## src/y86fd_pkg.sv

```systemverilog
// Package for the Y86-64 fetch decoder: payload structs, status and
// instruction codes, and the decode helper functions.
// Depends on nothing; every other file of the block imports it.
`default_nettype none

package y86fd_pkg;

  // Status codes of a result beat
  localparam logic [2:0] STAT_OK      = 3'd0;
  localparam logic [2:0] STAT_END     = 3'd1;
  localparam logic [2:0] STAT_BAD_OP  = 3'd2;
  localparam logic [2:0] STAT_BAD_FUN = 3'd3;
  localparam logic [2:0] STAT_BAD_REG = 3'd4;
  localparam logic [2:0] STAT_MEM_ERR = 3'd5;

  // Instruction codes
  localparam logic [3:0] IC_HALT   = 4'h0;
  localparam logic [3:0] IC_NOP    = 4'h1;
  localparam logic [3:0] IC_RRMOVQ = 4'h2;
  localparam logic [3:0] IC_IRMOVQ = 4'h3;
  localparam logic [3:0] IC_RMMOVQ = 4'h4;
  localparam logic [3:0] IC_MRMOVQ = 4'h5;
  localparam logic [3:0] IC_OPQ    = 4'h6;
  localparam logic [3:0] IC_JXX    = 4'h7;
  localparam logic [3:0] IC_CALL   = 4'h8;
  localparam logic [3:0] IC_RET    = 4'h9;
  localparam logic [3:0] IC_PUSHQ  = 4'ha;
  localparam logic [3:0] IC_POPQ   = 4'hb;

  localparam logic [3:0] REG_NONE  = 4'hf;
  localparam logic [3:0] FUN_MAX   = 4'd6;
  localparam logic [3:0] LEN_NONE  = 4'd0;
  localparam logic [3:0] LEN_SHORT = 4'd1;
  localparam logic [3:0] LEN_REGS  = 4'd2;
  localparam logic [3:0] LEN_JUMP  = 4'd9;
  localparam logic [3:0] LEN_LONG  = 4'd10;
  localparam logic [1:0] HALT_QUIET = 2'd3;

  typedef struct packed {
    logic [7:0] code_byte;
    logic       end_of_file;
  } item_t;

  typedef struct packed {
    logic [2:0]  status;
    logic [63:0] instr_pc;
    logic [3:0]  icode;
    logic [3:0]  ifun;
    logic [3:0]  reg_a;
    logic [3:0]  reg_b;
    logic        regs_valid;
    logic [63:0] const_value;
    logic        const_valid;
    logic [63:0] next_pc;
    logic [7:0]  bad_byte;
    logic [3:0]  bytes_read;
  } result_t;

  // Decoded instruction record passed from front to back; next_pc is
  // formed in the back as instr_pc plus pc_add.
  typedef struct packed {
    logic [2:0]  status;
    logic [63:0] instr_pc;
    logic [7:0]  opcode;
    logic [7:0]  reg_byte;
    logic        regs_valid;
    logic [63:0] const_value;
    logic        const_valid;
    logic [3:0]  pc_add;
    logic [7:0]  bad_byte;
    logic [3:0]  bytes_read;
  } decoded_t;

  function automatic logic [3:0] instr_len(input logic [3:0] ic);
    logic [3:0] len;
    case (ic)
      IC_HALT, IC_NOP, IC_RET: len = LEN_SHORT;
      IC_RRMOVQ, IC_OPQ, IC_PUSHQ, IC_POPQ: len = LEN_REGS;
      IC_IRMOVQ, IC_RMMOVQ, IC_MRMOVQ: len = LEN_LONG;
      IC_JXX, IC_CALL: len = LEN_JUMP;
      default: len = LEN_NONE;
    endcase
    return len;
  endfunction

  function automatic logic fun_ok(input logic [3:0] ic, input logic [3:0] fn);
    logic ok;
    if (ic == IC_RRMOVQ || ic == IC_OPQ || ic == IC_JXX) begin
      ok = (fn <= FUN_MAX);
    end else begin
      ok = (fn == 4'd0);
    end
    return ok;
  endfunction

  function automatic logic regs_ok(input logic [3:0] ic, input logic [7:0] rbyte);
    logic ok;
    case (ic)
      IC_RRMOVQ, IC_RMMOVQ, IC_MRMOVQ, IC_OPQ:
        ok = (rbyte[7:4] != REG_NONE) && (rbyte[3:0] != REG_NONE);
      IC_IRMOVQ: ok = (rbyte[7:4] == REG_NONE) && (rbyte[3:0] != REG_NONE);
      IC_PUSHQ, IC_POPQ: ok = (rbyte[7:4] != REG_NONE) && (rbyte[3:0] == REG_NONE);
      default: ok = 1'b1;
    endcase
    return ok;
  endfunction

endpackage

`default_nettype wire

```

## src/y86fd_front.sv

```systemverilog
// Front end of the fetch decoder: byte parser with PC, halt run and stop state.
// Emits at most one decoded record per instruction or error. Uses y86fd_pkg.
`default_nettype none

module y86fd_front (
  input  wire logic               clk,
  input  wire logic               rst,
  input  wire logic               accept,
  input  wire y86fd_pkg::item_t   item,
  input  wire logic               start_pc_we,
  input  wire logic [63:0]        start_pc,
  output logic                    emit,
  output y86fd_pkg::decoded_t     rec
);
  import y86fd_pkg::*;

  logic [63:0] pc;
  logic [7:0]  opcode;
  logic [7:0]  reg_byte;
  logic [63:0] accum;
  logic [3:0]  pos;
  logic [1:0]  halt_run;
  logic        stopped;

  logic [63:0] pc_next;
  logic [7:0]  opcode_next;
  logic [7:0]  reg_byte_next;
  logic [63:0] accum_next;
  logic [3:0]  pos_next;
  logic [1:0]  halt_run_next;
  logic        stopped_next;

  logic [7:0]  b;
  logic [3:0]  b_len;
  logic [3:0]  cur_len;
  logic        has_regs;
  logic [3:0]  skip;
  logic [3:0]  lane_full;
  logic [2:0]  lane;
  logic [3:0]  pos_inc;

  assign b        = item.code_byte;
  assign b_len    = instr_len(b[7:4]);
  assign cur_len  = instr_len(opcode[7:4]);
  assign has_regs = (cur_len == LEN_REGS) || (cur_len == LEN_LONG);
  assign skip     = has_regs ? 4'd2 : 4'd1;
  assign lane_full = pos - skip;
  assign lane     = lane_full[2:0];
  assign pos_inc  = pos + 4'd1;

  // Parse one accepted byte
  always_comb begin
    pc_next       = pc;
    opcode_next   = opcode;
    reg_byte_next = reg_byte;
    accum_next    = accum;
    pos_next      = pos;
    halt_run_next = halt_run;
    stopped_next  = stopped;
    emit          = 1'b0;
    rec           = '0;
    rec.instr_pc  = pc;

    if (accept && !stopped) begin
      if (pos == 4'd0) begin
        if (item.end_of_file) begin
          emit         = 1'b1;
          rec.status   = STAT_END;
          stopped_next = 1'b1;
        end else if (b_len == LEN_NONE) begin
          emit           = 1'b1;
          rec.status     = STAT_BAD_OP;
          rec.opcode     = b;
          rec.bad_byte   = b;
          rec.bytes_read = 4'd1;
          stopped_next   = 1'b1;
        end else if (!fun_ok(b[7:4], b[3:0])) begin
          emit           = 1'b1;
          rec.status     = STAT_BAD_FUN;
          rec.opcode     = b;
          rec.bad_byte   = b;
          rec.bytes_read = 4'd1;
          rec.pc_add     = 4'd1;
          stopped_next   = 1'b1;
        end else begin
          opcode_next   = b;
          reg_byte_next = 8'd0;
          accum_next    = 64'd0;
          if (b_len == LEN_SHORT) begin
            if (b[7:4] == IC_HALT) begin
              if (halt_run != HALT_QUIET) begin
                halt_run_next = halt_run + 2'd1;
              end
            end else begin
              halt_run_next = 2'd0;
            end
            // drop the third and later halts of a run
            emit           = !(b[7:4] == IC_HALT && halt_run >= 2'd2);
            rec.status     = STAT_OK;
            rec.opcode     = b;
            rec.pc_add     = 4'd1;
            rec.bytes_read = 4'd1;
            pc_next        = pc + 64'd1;
          end else begin
            halt_run_next = 2'd0;
            pos_next      = 4'd1;
          end
        end
      end else if (item.end_of_file) begin
        emit             = 1'b1;
        rec.status       = STAT_MEM_ERR;
        rec.opcode       = opcode;
        rec.regs_valid   = has_regs && (pos >= 4'd2);
        rec.reg_byte     = rec.regs_valid ? reg_byte : 8'd0;
        rec.const_value  = accum;
        rec.const_valid  = (pos > skip);
        rec.pc_add       = cur_len;
        rec.bytes_read   = pos;
        stopped_next     = 1'b1;
      end else if (has_regs && pos == 4'd1 && !regs_ok(opcode[7:4], b)) begin
        emit           = 1'b1;
        rec.status     = STAT_BAD_REG;
        rec.opcode     = opcode;
        rec.reg_byte   = b;
        rec.pc_add     = cur_len;
        rec.bad_byte   = b;
        rec.bytes_read = 4'd2;
        stopped_next   = 1'b1;
      end else begin
        if (has_regs && pos == 4'd1) begin
          reg_byte_next = b;
        end else begin
          accum_next[{lane, 3'b000} +: 8] = accum[{lane, 3'b000} +: 8] | b;
        end
        pos_next = pos_inc;
        if (pos_inc >= cur_len) begin
          emit            = 1'b1;
          rec.status      = STAT_OK;
          rec.opcode      = opcode;
          rec.reg_byte    = has_regs ? reg_byte_next : 8'd0;
          rec.regs_valid  = has_regs;
          rec.const_value = accum_next;
          rec.const_valid = (cur_len >= LEN_JUMP);
          rec.pc_add      = cur_len;
          rec.bytes_read  = cur_len;
          pc_next         = pc + {60'd0, cur_len};
          pos_next        = 4'd0;
        end
      end
    end

    // reload the PC on a start address write
    if (start_pc_we) begin
      pc_next = start_pc;
    end
  end

  // Advance parse state
  always_ff @(posedge clk) begin
    if (rst) begin
      pc       <= 64'd0;
      pos      <= 4'd0;
      halt_run <= 2'd0;
      stopped  <= 1'b0;
      opcode   <= 8'd0;
      reg_byte <= 8'd0;
      accum    <= 64'd0;
    end else begin
      pc       <= pc_next;
      pos      <= pos_next;
      halt_run <= halt_run_next;
      stopped  <= stopped_next;
      opcode   <= opcode_next;
      reg_byte <= reg_byte_next;
      accum    <= accum_next;
    end
  end

endmodule

`default_nettype wire

```

## src/y86fd_queue.sv

```systemverilog
// Short queue of decoded records between the front and the back end.
// Uses y86fd_pkg for the record type.
`default_nettype none

module y86fd_queue #(
  parameter int DEPTH = 4
) (
  input  wire logic                clk,
  input  wire logic                rst,
  input  wire logic                wr_en,
  input  wire y86fd_pkg::decoded_t wr_data,
  input  wire logic                rd_en,
  output y86fd_pkg::decoded_t      rd_data,
  output logic                     q_full,
  output logic                     q_empty
);
  import y86fd_pkg::*;

  localparam int PW = (DEPTH > 1) ? $clog2(DEPTH) : 1;
  localparam int CW = $clog2(DEPTH + 1);
  localparam logic [PW-1:0] LAST = PW'(DEPTH - 1);
  localparam logic [CW-1:0] FULL_COUNT = CW'(DEPTH);

  decoded_t      slots [DEPTH];
  logic [PW-1:0] wr_ptr;
  logic [PW-1:0] rd_ptr;
  logic [CW-1:0] count;

  assign q_full  = (count == FULL_COUNT);
  assign q_empty = (count == '0);
  assign rd_data = slots[rd_ptr];

  // Store a record
  always_ff @(posedge clk) begin
    if (wr_en) begin
      slots[wr_ptr] <= wr_data;
    end
  end

  // Advance pointers and count
  always_ff @(posedge clk) begin
    if (rst) begin
      wr_ptr <= '0;
      rd_ptr <= '0;
      count  <= '0;
    end else begin
      if (wr_en) begin
        wr_ptr <= (wr_ptr == LAST) ? '0 : wr_ptr + PW'(1);
      end
      if (rd_en) begin
        rd_ptr <= (rd_ptr == LAST) ? '0 : rd_ptr + PW'(1);
      end
      if (wr_en && !rd_en) begin
        count <= count + CW'(1);
      end else if (rd_en && !wr_en) begin
        count <= count - CW'(1);
      end
    end
  end

endmodule

`default_nettype wire

```

## src/y86fd_back.sv

```systemverilog
// Back end of the fetch decoder: forms valP and result fields and holds
// the result beat in an output register. Uses y86fd_pkg.
`default_nettype none

module y86fd_back (
  input  wire logic                clk,
  input  wire logic                rst,
  input  wire logic                q_empty,
  input  wire y86fd_pkg::decoded_t rec,
  output logic                     q_rd,
  input  wire logic                pop,
  output logic                     empty,
  output y86fd_pkg::result_t       result
);
  import y86fd_pkg::*;

  logic    out_valid;
  logic    load;
  result_t formed;

  assign load  = !q_empty && (!out_valid || pop);
  assign q_rd  = load;
  assign empty = !out_valid;

  // Build the result beat from a decoded record
  always_comb begin
    formed.status      = rec.status;
    formed.instr_pc    = rec.instr_pc;
    formed.icode       = rec.opcode[7:4];
    formed.ifun        = rec.opcode[3:0];
    formed.reg_a       = rec.reg_byte[7:4];
    formed.reg_b       = rec.reg_byte[3:0];
    formed.regs_valid  = rec.regs_valid;
    formed.const_value = rec.const_value;
    formed.const_valid = rec.const_valid;
    formed.next_pc     = rec.instr_pc + {60'd0, rec.pc_add};
    formed.bad_byte    = rec.bad_byte;
    formed.bytes_read  = rec.bytes_read;
  end

  // Hold the result until popped
  always_ff @(posedge clk) begin
    if (rst) begin
      out_valid <= 1'b0;
    end else if (load) begin
      out_valid <= 1'b1;
    end else if (pop) begin
      out_valid <= 1'b0;
    end
  end

  always_ff @(posedge clk) begin
    if (load) begin
      result <= formed;
    end
  end

endmodule

`default_nettype wire

```

## src/y86_fetch_decoder_core.sv

```systemverilog
// Y86-64 fetch decoder: one object-code byte accepted per cycle while the queue is not full.
// A finished instruction's record is written into the queue, then loaded into
// the back end's output register when that register is free.
// Throughput is set by the one-byte parse step in the front end and one result per cycle
// out of the output register while popped; input stalls when the queue is full.
// Reset (rst, synchronous) clears the PC to 0, the parse state, the queue and the output.
`default_nettype none

module y86_fetch_decoder_core #(
  parameter int QUEUE_DEPTH = 4
) (
  input  wire logic               clk,
  input  wire logic               rst,
  input  wire logic               push,
  output logic                    full,
  input  wire y86fd_pkg::item_t   item,
  input  wire logic               start_pc_we,
  input  wire logic [63:0]        start_pc,
  output logic                    empty,
  input  wire logic               pop,
  output y86fd_pkg::result_t      result
);
  import y86fd_pkg::*;

  logic     accept;
  logic     emit;
  decoded_t front_rec;
  decoded_t queue_rec;
  logic     q_full;
  logic     q_empty;
  logic     q_rd;

  assign full   = q_full;
  assign accept = push && !q_full;

  // Parse bytes
  y86fd_front u_front (
    .clk         (clk),
    .rst         (rst),
    .accept      (accept),
    .item        (item),
    .start_pc_we (start_pc_we),
    .start_pc    (start_pc),
    .emit        (emit),
    .rec         (front_rec)
  );

  // Decouple front and back
  y86fd_queue #(
    .DEPTH (QUEUE_DEPTH)
  ) u_queue (
    .clk     (clk),
    .rst     (rst),
    .wr_en   (emit),
    .wr_data (front_rec),
    .rd_en   (q_rd),
    .rd_data (queue_rec),
    .q_full  (q_full),
    .q_empty (q_empty)
  );

  // Form and hold results
  y86fd_back u_back (
    .clk     (clk),
    .rst     (rst),
    .q_empty (q_empty),
    .rec     (queue_rec),
    .q_rd    (q_rd),
    .pop     (pop),
    .empty   (empty),
    .result  (result)
  );

endmodule

`default_nettype wire
```

## config.mk

```make
export PLATFORM = sky130hd
export DESIGN_NAME = y86_fetch_decoder_core
export DESIGN_NICKNAME = d
export VERILOG_FILES = /design/src/y86fd_pkg.sv /design/src/y86fd_front.sv /design/src/y86fd_queue.sv /design/src/y86fd_back.sv /design/src/y86_fetch_decoder_core.sv
export SDC_FILE = /design/constraint.sdc
export NUM_CORES = 1
export LEC_CHECK = 0
export BUFFER_PORTS_ARGS = -buffer_cell sky130_fd_sc_hd__buf_2
export CORE_MARGIN = 1
export CORE_UTILIZATION = 45
export CTS_BUF_LIST = sky130_fd_sc_hd__clkbuf_8
export CTS_CLUSTER_SIZE = 16
export DETAILED_ROUTE_END_ITERATION = 8
export PLACE_DENSITY_LB_ADDON = 0.12
export SYNTH_ARGS = -nofsm -noshare
export SYNTH_HDL_FRONTEND = slang
export SYNTH_SLANG_ARGS = --single-unit
```

## constraint.sdc

```tcl
create_clock -name clk -period 14.7 [get_ports clk]
set_clock_uncertainty 0.2 [all_clocks]
set_input_delay 0 -clock clk [delete_from_list [all_inputs] [get_ports clk]]
set_output_delay 0 -clock clk [all_outputs]
set_load 0.01 [all_outputs]
```

==> impl_metrics.py <==
metrics = {
    "run_status": {
        "status": "finished, final reports clean",
    },
    "yosys": {
        "syn_area_per_cell_um2": 16.8,
        "yosysSeqAreaShare": 0.710,
        "synthTopCellsByArea": "edfxtp_1, mux4_2, dfxtp_1, a22o_1, nor2_1",
        "netlist.area_leader.share": 0.631,
        "synth_edf_count": 881,
        "synth_flop_cell": "edfxtp_1",
        "synth_async_sr_flop_share": 0,
        "syn-num-nets": 2609,
        "syn_area_um2": 41900,
        "synth_top_cell_by_area": "edfxtp_1",
        "ys_warn_count": 0,
        "synth_seq_cells": 1045,
        "syn_inst": 2498,
        "ys_types": 89,
    },
    "hold_path": {
        "hp-start": "item[7]",
        "min_path_cells": 4,
        "hold_path_class": "primary input to register",
        "hold-path-endpoint": "u_front.reg_byte[6]",
    },
    "cts": {
        "path_clk_slew_ns": 0.06,
        "cts.repair.resized": 0,
        "clk_path_buf_depth": 3,
        "cts_inserted_buffers": 173,
        "tritoncts": "built",
        "clock_sinks": 1045,
        "clk_latency_ns": 0.83,
        "htreeDepth": 4,
        "cts_root_buf": "clkbuf_8",
        "postCtsSetupRepairBufs": 0,
    },
    "global_route": {
        "grt_pass1_vias": 25800,
        "grt_max_degree": 143,
        "grt_util_met3": 0.0460,
        "grt-busiest-layer": "met2",
        "grt_pass1_wl_um": 162000,
        "track_usage": 0.230,
        "overflow": 0,
        "grtUsageMet1": 0.296,
        "grt_use_met2": 0.388,
        "antenna_found_initial": 3,
    },
    "critical_path": {
        "cp.arrival_ns": 5.78,
        "crit_buf_inv": 4,
        "path_class": "register to register",
        "path_cells": "inv_1, ha_1, or3b_1, buf_4, nand2b_1, ha_1, inv_1, fa_1, and3b_1, o21bai_1, nor2_1, o211ai_1, or4_1, a311oi_1, dlygate4sd3_1",
        "end_kind": "register",
        "timing.rr.end": "u_front.pc[28]",
        "crit_slowest_cell": "dlygate4sd3_1",
        "cpLargestDelayFamily": "simple AND/OR/NAND/NOR gates",
        "r2r_cells": 15,
        "crit_fanout": 32,
        "cp_data_required_time_ns": 15.25,
        "reg2reg_from": "u_front.pos[0]",
        "max_stage_delay_ns": 0.62,
        "r2r_setup_slack_ns": 9.47,
        "cp-start-kind": "register",
    },
    "run": {
        "maxCapViolations": 0,
    },
    "timing": {
        "worst_pin_slew_ns": 1.20,
        "tns_ns": 0,
        "setup_viol": 0,
        "max-slew-margin-rel": 0.202,
        "finalMaxSlewViolations": 0,
        "hold_viol_final": 0,
        "finalCriticalPeriod_ns": 5.23,
        "rsz0062_at_grt": "no",
        "max_freq_mhz": 191,
        "finalCritPeriodShare": 0.356,
    },
    "placement": {
        "io_buffer_count": 304,
        "hpwlAfterDp_um": 66000,
        "gp_congestion": 0.870,
    },
    "power": {
        "ir_worst_vdd_mv": 0.0997,
        "powerDensity_nw_per_um2": 168,
        "p_total_uw": 8450,
        "p_leak_uw": 0.0172,
    },
    "drt": {
        "drt_iter0_drc": 1997,
        "drc": 0,
        "postRouteAntennaNets": 0,
        "detail_route.wirelength_um": 108000,
        "avgViaCountPerCell": 5.65,
        "first_pass_iters": 5,
        "routed-via-count": 25400,
        "wl_per_cell_um": 24.1,
    },
    "floorplan": {
        "rows": 111,
        "die_y_um": 307,
        "start_util": 0.456,
        "die_x_um": 307,
        "dieArea_um2": 94400,
        "io_pins": 305,
        "core_area_um2": 91900,
    },
    "layout": {
        "area_delta_synth_final_pct": 20.0,
        "drive_gt1_frac": 0.245,
        "nets": 3211,
    },
}
==> where the power goes <==
group / internal, uW / switching (uW)
clock network: 1270 / 1150
registers: 3900 / 223
logic: 790 / 1120
total: 5960 / 2490
==> through the flow <==
| step | area, um^2 | worst slack [ns] | hold slack, ns | util | std cells |
|---|---|---|---|---|---|
| floorplan | 41900 | 0.685 | -0.0968 | - | 2498 |
| global route | 50300 | 9.13 | 0.0545 | 0.547 | 4494 |
| CTS | 50300 | 9.44 | 0.00359 | 0.547 | 4492 |
| global placement | 44800 | 9.53 | 0.0816 | 0.487 | 3952 |
| finish | 50300 | 9.47 | 0.0883 | 0.547 | 4494 |
| detailed placement | 44800 | 9.44 | 0.0975 | 0.487 | 3952 |
==> repair_timing <==
item	4_1_cts	5_1_grt
endpoints found under the hold margin	387	0
hold buffers	216	0
endpoints found under the setup margin	0	0
==> worst min-delay path: cells and delay by family <==
kind	cells	cell delay [ns]
AND/OR/NAND/NOR	1	0.06
AO/OA/AOI/OAI	1	0.21
buffers and inverters	2	0.78
==> cells by family after synthesis <==
kind of cell	synth area share
AO/OA/AOI/OAI	0.0749
AND/OR/NAND/NOR	0.0694
multiplexers	0.0996
flip-flops	0.710
XOR/XNOR	0.0173
adder cells (fa/ha/maj)	0.0106
buffers and inverters	0.0186
==> cell usage in the layout, fill, tap and decap left out, types with 19 or more instances in the layout <==
master,n
nand2_1,129
a311oi_1,21
a22o_1,82
a21oi_1,58
buf_2,303
nor2_1,153
dfxtp_1,162
nor3_1,27
clkinv_2,19
dlygate4sd3_1,216
a32o_1,34
nand4_1,44
clkinv_1,21
clkbuf_8,202
buf_4,30
mux4_2,178
edfxtp_1,881
a22oi_1,26
nand3_1,59
inv_1,120
a211oi_1,38
ha_1,29
xor2_1,28
xnor2_1,55
o21ai_0,35
==> registers in the layout, summed over array words and instances (netlist names), named ones only <==
register	cells
u_back.out_valid	1
u_back.result	225
u_front.accum	64
u_front.cur_len	3
u_front.halt_run	2
u_front.opcode	8
u_front.pc	64
u_front.pos	4
u_front.reg_byte	8
u_front.stopped	1
u_queue.count	3
u_queue.rd_ptr	2
u_queue.slots	656
u_queue.wr_ptr	2
==> worst max path at each step <==
stage                          start           endpoint  slack (ns)  depth (start not counted)
floorplan           u_queue.count[0]   u_queue.count[2]        0.69                          9
global placement            register  u_back.result[55]        9.53                          9
detailed placement          register  u_back.result[73]        9.44                          9
CTS                         register  u_back.result[73]        9.44                          9
global route          u_front.pos[1]     u_front.pc[34]        9.13                         16
finish                u_front.pos[0]     u_front.pc[28]        9.47                         15
==> cell type report <==
class                   instances  area (um^2)
multi-input cells            1272        11400
clock inverters               122          571
diodes                          2         5.00
flip-flops and latches       1045        29700
inverters                      53          200
clock buffers                 202         2780
fillers                      7489        41600
repair buffers                555         4020
well taps                    1243         1560
==> Yosys cell counts (6+ instances only) <==
cell type / n
nand4_1: 44
buf_2: 30
clkbuf_1: 79
a211o_1: 9
o2111a_1: 11
ha_1: 29
or3_1: 18
a32o_1: 34
a311oi_1: 21
nor2b_1: 16
a2111oi_0: 12
nor4_1: 12
xnor2_1: 55
mux4_2: 178
and4_1: 17
a21o_1: 6
dfxtp_1: 164
edfxtp_1: 881
o211ai_1: 7
nor3_1: 27
a211oi_1: 38
nor2_1: 154
or4_1: 9
nand2b_1: 18
a22oi_1: 26
nand3_1: 59
mux2i_1: 10
o21a_1: 7
o31ai_1: 8
buf_1: 11
a22o_1: 82
nand2_1: 129
a21oi_1: 59
and2_1: 19
inv_1: 51
o21ai_0: 35
xor2_1: 28
and3_1: 16
==> layer usage <==
metal	up-vias	share of wire
met1	12900	0.41
met2	931	0.51
met5	-	0.00012
met3	204	0.060
li1	11300	-
met4	2	0.027
No activity file was read; power rests on OpenSTA's default activity.
